===== src/sv/pdsp_pkg.sv =====
// shared constants, payload and control types of the periodic-departure path unit
package pdsp_pkg;

  localparam int MaxNodes  = 1024;
  localparam int NodeW     = $clog2(MaxNodes);
  localparam int NcW       = NodeW + 1;
  localparam int MaxEdges  = 4096;
  localparam int EdgeAw    = $clog2(MaxEdges);
  localparam int EdgeCntW  = EdgeAw + 1;
  localparam int TimeW     = 32;
  localparam int ArrW      = 48;
  localparam int NodeRamW  = ArrW + 2;
  localparam int EndsW     = 2 * NodeW;
  localparam int DivCntW   = $clog2(ArrW);
  localparam int PaddrW    = 4;

  localparam logic [1:0] RegNodeCount  = 2'd0;
  localparam logic [1:0] RegSourceNode = 2'd1;
  localparam logic [1:0] RegTargetNode = 2'd2;

  localparam logic [NcW-1:0] NcMax = NcW'(MaxNodes);
  localparam logic [ArrW-1:0] ArrMax = {ArrW{1'b1}};

  typedef struct packed {
    logic [NodeW-1:0] end_a;
    logic [NodeW-1:0] end_b;
    logic [TimeW-1:0] travel_time;
    logic [TimeW-1:0] depart_period;
    logic             last_edge;
  } in_t;

  typedef struct packed {
    logic            reachable;
    logic [ArrW-1:0] arrival_time;
    logic            edge_overflow;
  } out_t;

  typedef enum logic [3:0] {
    S_IDLE,
    S_CLEAR,
    S_SEED,
    S_SCAN,
    S_SCAN_END,
    S_PICK,
    S_EDGE_RD,
    S_EDGE_CHK,
    S_NODE_CHK,
    S_DIV,
    S_ADD,
    S_RELAX,
    S_TGT_RD,
    S_OUT
  } state_e;

  typedef struct packed {
    logic load;
    logic node_clr_wr;
    logic seed_wr;
    logic idx_clr;
    logic idx_inc;
    logic scan_rd;
    logic best_clr;
    logic settle_wr;
    logic eidx_clr;
    logic eidx_inc;
    logic node_rd_to;
    logic div_start;
    logic dep_calc;
    logic relax_wr;
    logic tgt_rd;
    logic out_load;
  } cmd_t;

  typedef struct packed {
    logic idx_last;
    logic src_ok;
    logic found;
    logic edge_end;
    logic edge_hit;
    logic to_settled;
    logic div_done;
    logic out_free;
  } sts_t;

endpackage


===== src/sv/pdsp_ctrl.sv =====
// search sequencer state machine
module pdsp_ctrl
  import pdsp_pkg::*;
(
  input  logic clk_i,
  input  logic rst_ni,
  input  logic in_valid_i,
  input  logic in_last_i,
  output logic in_stall_o,
  input  sts_t sts_i,
  output cmd_t cmd_o
);

  state_e state_q, state_d;

  always_comb begin
    state_d = state_q;
    case (state_q)
      S_IDLE: begin
        if (in_valid_i && in_last_i) begin
          state_d = S_CLEAR;
        end
      end
      S_CLEAR: begin
        if (sts_i.idx_last) begin
          state_d = S_SEED;
        end
      end
      S_SEED: state_d = S_SCAN;
      S_SCAN: begin
        if (sts_i.idx_last) begin
          state_d = S_SCAN_END;
        end
      end
      S_SCAN_END: state_d = S_PICK;
      S_PICK: state_d = sts_i.found ? S_EDGE_RD : S_TGT_RD;
      S_EDGE_RD: state_d = sts_i.edge_end ? S_SCAN : S_EDGE_CHK;
      S_EDGE_CHK: state_d = sts_i.edge_hit ? S_NODE_CHK : S_EDGE_RD;
      S_NODE_CHK: state_d = sts_i.to_settled ? S_EDGE_RD : S_DIV;
      S_DIV: begin
        if (sts_i.div_done) begin
          state_d = S_ADD;
        end
      end
      S_ADD: state_d = S_RELAX;
      S_RELAX: state_d = S_EDGE_RD;
      S_TGT_RD: state_d = S_OUT;
      S_OUT: begin
        if (sts_i.out_free) begin
          state_d = S_IDLE;
        end
      end
      default: state_d = S_IDLE;
    endcase
  end

  always_comb begin
    cmd_o = '0;
    case (state_q)
      S_IDLE: begin
        cmd_o.load    = in_valid_i;
        cmd_o.idx_clr = 1'b1;
      end
      S_CLEAR: begin
        cmd_o.node_clr_wr = 1'b1;
        cmd_o.idx_inc     = 1'b1;
        cmd_o.idx_clr     = sts_i.idx_last;
      end
      S_SEED: begin
        cmd_o.seed_wr  = sts_i.src_ok;
        cmd_o.idx_clr  = 1'b1;
        cmd_o.best_clr = 1'b1;
      end
      S_SCAN: begin
        cmd_o.scan_rd = 1'b1;
        cmd_o.idx_inc = 1'b1;
        cmd_o.idx_clr = sts_i.idx_last;
      end
      S_SCAN_END: cmd_o.idx_clr = 1'b1;
      S_PICK: begin
        cmd_o.settle_wr = sts_i.found;
        cmd_o.eidx_clr  = 1'b1;
      end
      S_EDGE_RD: begin
        cmd_o.best_clr = sts_i.edge_end;
        cmd_o.idx_clr  = 1'b1;
      end
      S_EDGE_CHK: begin
        cmd_o.node_rd_to = sts_i.edge_hit;
        cmd_o.eidx_inc   = !sts_i.edge_hit;
      end
      S_NODE_CHK: begin
        cmd_o.div_start = !sts_i.to_settled;
        cmd_o.eidx_inc  = sts_i.to_settled;
      end
      S_DIV: ;
      S_ADD: cmd_o.dep_calc = 1'b1;
      S_RELAX: begin
        cmd_o.relax_wr = 1'b1;
        cmd_o.eidx_inc = 1'b1;
      end
      S_TGT_RD: cmd_o.tgt_rd = 1'b1;
      S_OUT: cmd_o.out_load = sts_i.out_free;
      default: ;
    endcase
  end

  always_ff @(posedge clk_i or negedge rst_ni) begin
    if (!rst_ni) begin
      state_q <= S_IDLE;
    end else begin
      state_q <= state_d;
    end
  end

  assign in_stall_o = (state_q != S_IDLE);

  a_load_idle: assert property (@(posedge clk_i) disable iff (!rst_ni)
    cmd_o.load |-> state_q == S_IDLE)
    else $error("edge written outside idle");

  a_relax_next: assert property (@(posedge clk_i) disable iff (!rst_ni)
    state_q == S_RELAX |=> state_q == S_EDGE_RD)
    else $error("relax not followed by next edge");

  a_out_free: assert property (@(posedge clk_i) disable iff (!rst_ni)
    cmd_o.out_load |-> sts_i.out_free)
    else $error("result overwrites pending transfer");

endmodule


===== config.mk =====
export PLATFORM = sky130hd
export DESIGN_NAME = pdsp_ctrl
export DESIGN_NICKNAME = d
export VERILOG_FILES = /design/src/sv/pdsp_pkg.sv /design/src/sv/pdsp_ctrl.sv
export SDC_FILE = /design/constraint.sdc
export NUM_CORES = 1
export LEC_CHECK = 0
export BUFFER_PORTS_ARGS = -buffer_cell sky130_fd_sc_hd__buf_2
export CAP_MARGIN = 20
export CORE_AREA = 2 2 39 41
export CTS_BUF_LIST = sky130_fd_sc_hd__clkbuf_8 sky130_fd_sc_hd__clkbuf_16
export DETAILED_ROUTE_END_ITERATION = 8
export DIE_AREA = 0 0 41 43
export PLACE_DENSITY = 0.72
export SYNTH_ARGS = -nofsm -noshare
export SYNTH_HDL_FRONTEND = slang
export SYNTH_SLANG_ARGS = --single-unit

===== constraint.sdc =====
create_clock -name clk_i -period 3.9 [get_ports clk_i]
set_clock_uncertainty 0.05 [all_clocks]
set_input_delay 0.78 -clock clk_i [delete_from_list [all_inputs] [get_ports clk_i]]
set_output_delay 0.78 -clock clk_i [all_outputs]
set_load 0.005 [all_outputs]

==> results_dict.tcl <==
set metrics [dict create \
    status "finished clean" \
    largest_reg_flops 4 \
    antenna_found_initial 0 \
    syn_nets 88 \
    ys_warn_count 0 \
    regMostFlops "state_q" \
    final_cell_area_um2 687 \
    power.density_nw_per_um2 731 \
    grt_util_all_layers 0.176 \
    synth_compound_area_frac 0.265 \
    dp_hpwl_um 1000 \
    grt_use_met2 0.269 \
    slew_headroom 0.593 \
    ys_async_sr_fraction 1.00 \
    nFillCells 152 \
    synth_cells 76 \
    cts.sinks 4 \
    postCtsHoldBufs 0 \
    timing.rr.end "state_q[2]$_DFFE_PN0P_" \
    synth_top_area_cell "dfrtp_1" \
    cts_tree "yes" \
    synth_xor_area_frac 0 \
    h-tree-depth 1 \
    grt_max_degree 23 \
    maxSlewViolCount 0 \
    gr-usage-met3 0.0471 \
    synthDistinctLibCells 30 \
    reg_top3 "state_q (4)" \
    clock_latency_ns 0.21 \
    endpoint_kind "primary output" \
    syn-mean-instance-area_um2 6.90 \
    fp.dieH_um 43 \
    finalCritPeriodShare 0.670 \
    rsz0062_at_grt "false" \
    synth_ff_type "dfrtp_1" \
    grt_pass1_wl_um 2130 \
    grt_pass1_vias 518 \
    final_nets 114 \
    path_class "register to primary output" \
    seq_area_um2 100 \
    fin_setup_tns_ns 0 \
    syn_to_final_growth_pct 31.0 \
    worstPathRequired_ns 3.07 \
    n_antenna_cell 0 \
    hold_class "input pin to asynchronous set/reset pin" \
    ctsLongestPathBuffers 2 \
    synth_area_um2 524 \
    synthAdderAreaFrac 0 \
    synth_top_family_by_area "simple AND/OR/NAND/NOR gates" \
    max_freq_mhz 383 \
    worstMarginPinSlew_ns 0.610 \
    ios 29 \
    start_util 0.379 \
    ctsResizeCount 0 \
    synth_simple_gate_area_share 0.430 \
    synth_edf_count 0 \
    globalRouteOverflowTotal 0 \
    multiInputGateArea_um2 374 \
    cts_root_buffer "clkbuf_8" \
    wl_per_cell_um 11.6 \
    setup_viol 0 \
    synth_top_area_frac 0.191 \
    maxCapViolations 0 \
    drt_iter0_markers 20 \
    period_needed_ns 2.61 \
    ir_drop_mv 0.336 \
    finalWirelength_um 1340 \
    r2r_setup_slack_ns 2.06 \
    placed_cell_area_um2 646 \
    core_um2 1380 \
    design.die.area_um2 1760 \
    dieWidth_um 41 \
    yosysSeqAreaShare 0.191 \
    detail-route-antenna-nets 0 \
    rr_worst_depth 4 \
    totalPowerFinal_mw 0.502 \
    vias 645 \
    viasPerCell 5.56 \
    utilization 0.496 \
    muxShareOfSynthArea 0.0191 \
    critPathMaxFanout 22 \
    arrival_ns 1.78 \
    clkTransAtPathRegs_ns 0.03 \
    use_met1 0.230 \
    drt-pass1-iter-count 4 \
    ys_ff_latch 4 \
    post_cts_buffers 0 \
    drive_above_1_share 0.330 \
    synthTopCellsByArea "dfrtp_1 19%, nand2b_1 7.2%, a21oi_1 6.7%" \
    gp_congestion 0.837 \
    cts_buffers 3 \
    r2r_start "state_q[0]$_DFFE_PN0P_" \
    post-route-drc-count 0 \
    p_leak_nw 0.351 \
    row_count 14 \
    hold_viol 0 \
    io_buffers 28 \
    crit_path_start_kind "register" \
    top_usage_layer "met2" \
]
[synth_stat cells, types with 2 or more instances]
| cell | count |
|---|---|
| dfrtp_1 | 4 |
| and3_1 | 2 |
| nor2b_1 | 4 |
| and2_1 | 2 |
| nand2b_1 | 6 |
| nor4b_1 | 3 |
| nor3_1 | 7 |
| inv_1 | 3 |
| nand2_1 | 5 |
| a21oi_1 | 7 |
| buf_2 | 4 |
| o21ai_0 | 5 |
| nor2_1 | 5 |
| a31oi_1 | 3 |
[logic make-up after synthesis]
kind of cell    after synthesis
compound gates               22
buf+inv                      10
flops                         4
mux                           1
simple gates                 39
[routing by layer]
layer / up-vias / share of wire
met4: 0 / 0
li1: 324 / -
met1: 293 / 0.44
met3: 0 / 0.080
met2: 28 / 0.48
met5: - / 0
[report_power, final]
part | switching, mW | leakage (nW) | internal [mW]
registers | 0.0834 | 0.0498 | 0.0607
clock network | 0.0184 | 0.0216 | 0.0655
logic | 0.131 | 0.280 | 0.143
total | 0.233 | 0.351 | 0.269
[per-stage QoR]
step | setup WS, ns | hold slack (ns) | std cells
final | 1.29 | 0.312 | 116
after floorplan | 1.92 | 0.434 | 76
after detailed placement | 1.51 | 0.538 | 113
after global placement | 1.57 | 0.536 | 113
after CTS | 1.28 | 0.314 | 116
after global routing | 1.12 | 0.314 | 116
[placed cells by master, fill, tap and decap left out, types with 2 or more instances in the layout]
cell	n
and2_1	2
inv_1	3
buf_2	28
a31oi_1	3
clkbuf_8	3
a21oi_1	7
nor2b_1	4
and3_1	2
o21ai_0	5
nand2_1	5
nor4b_1	3
nor3_1	7
nand2b_1	6
nor2_1	5
dfrtp_1	4
[cell type report]
cell class              count  area share
multi-input cells          62       0.545
repair buffers             28       0.204
flip-flops and latches      4       0.146
clock buffers               3      0.0601
well taps                  16      0.0291
inverters                   3      0.0164
[worst max-delay path by stage]
stage	end	start	cells past startpoint	slack, ns
after floorplan	cmd_o[6]	sts_i[2]	3	1.92
after global placement	cmd_o[6]	state_q[3]$_DFFE_PN0P_	5	1.57
after detailed placement	cmd_o[6]	state_q[3]$_DFFE_PN0P_	5	1.51
after CTS	cmd_o[6]	state_q[3]$_DFFE_PN0P_	5	1.28
after global routing	cmd_o[6]	state_q[3]$_DFFE_PN0P_	5	1.12
final	cmd_o[6]	state_q[3]$_DFFE_PN0P_	5	1.29
[worst max-delay path, cell delays in order, from the launching register on]
cell and delay [ns]:
dfrtp_1 0.72, nand2b_1 0.24, nor4b_1 0.33, a21oi_1 0.12, inv_1 0.06, buf_2 0.10
(Power assumes the default switching activity.)
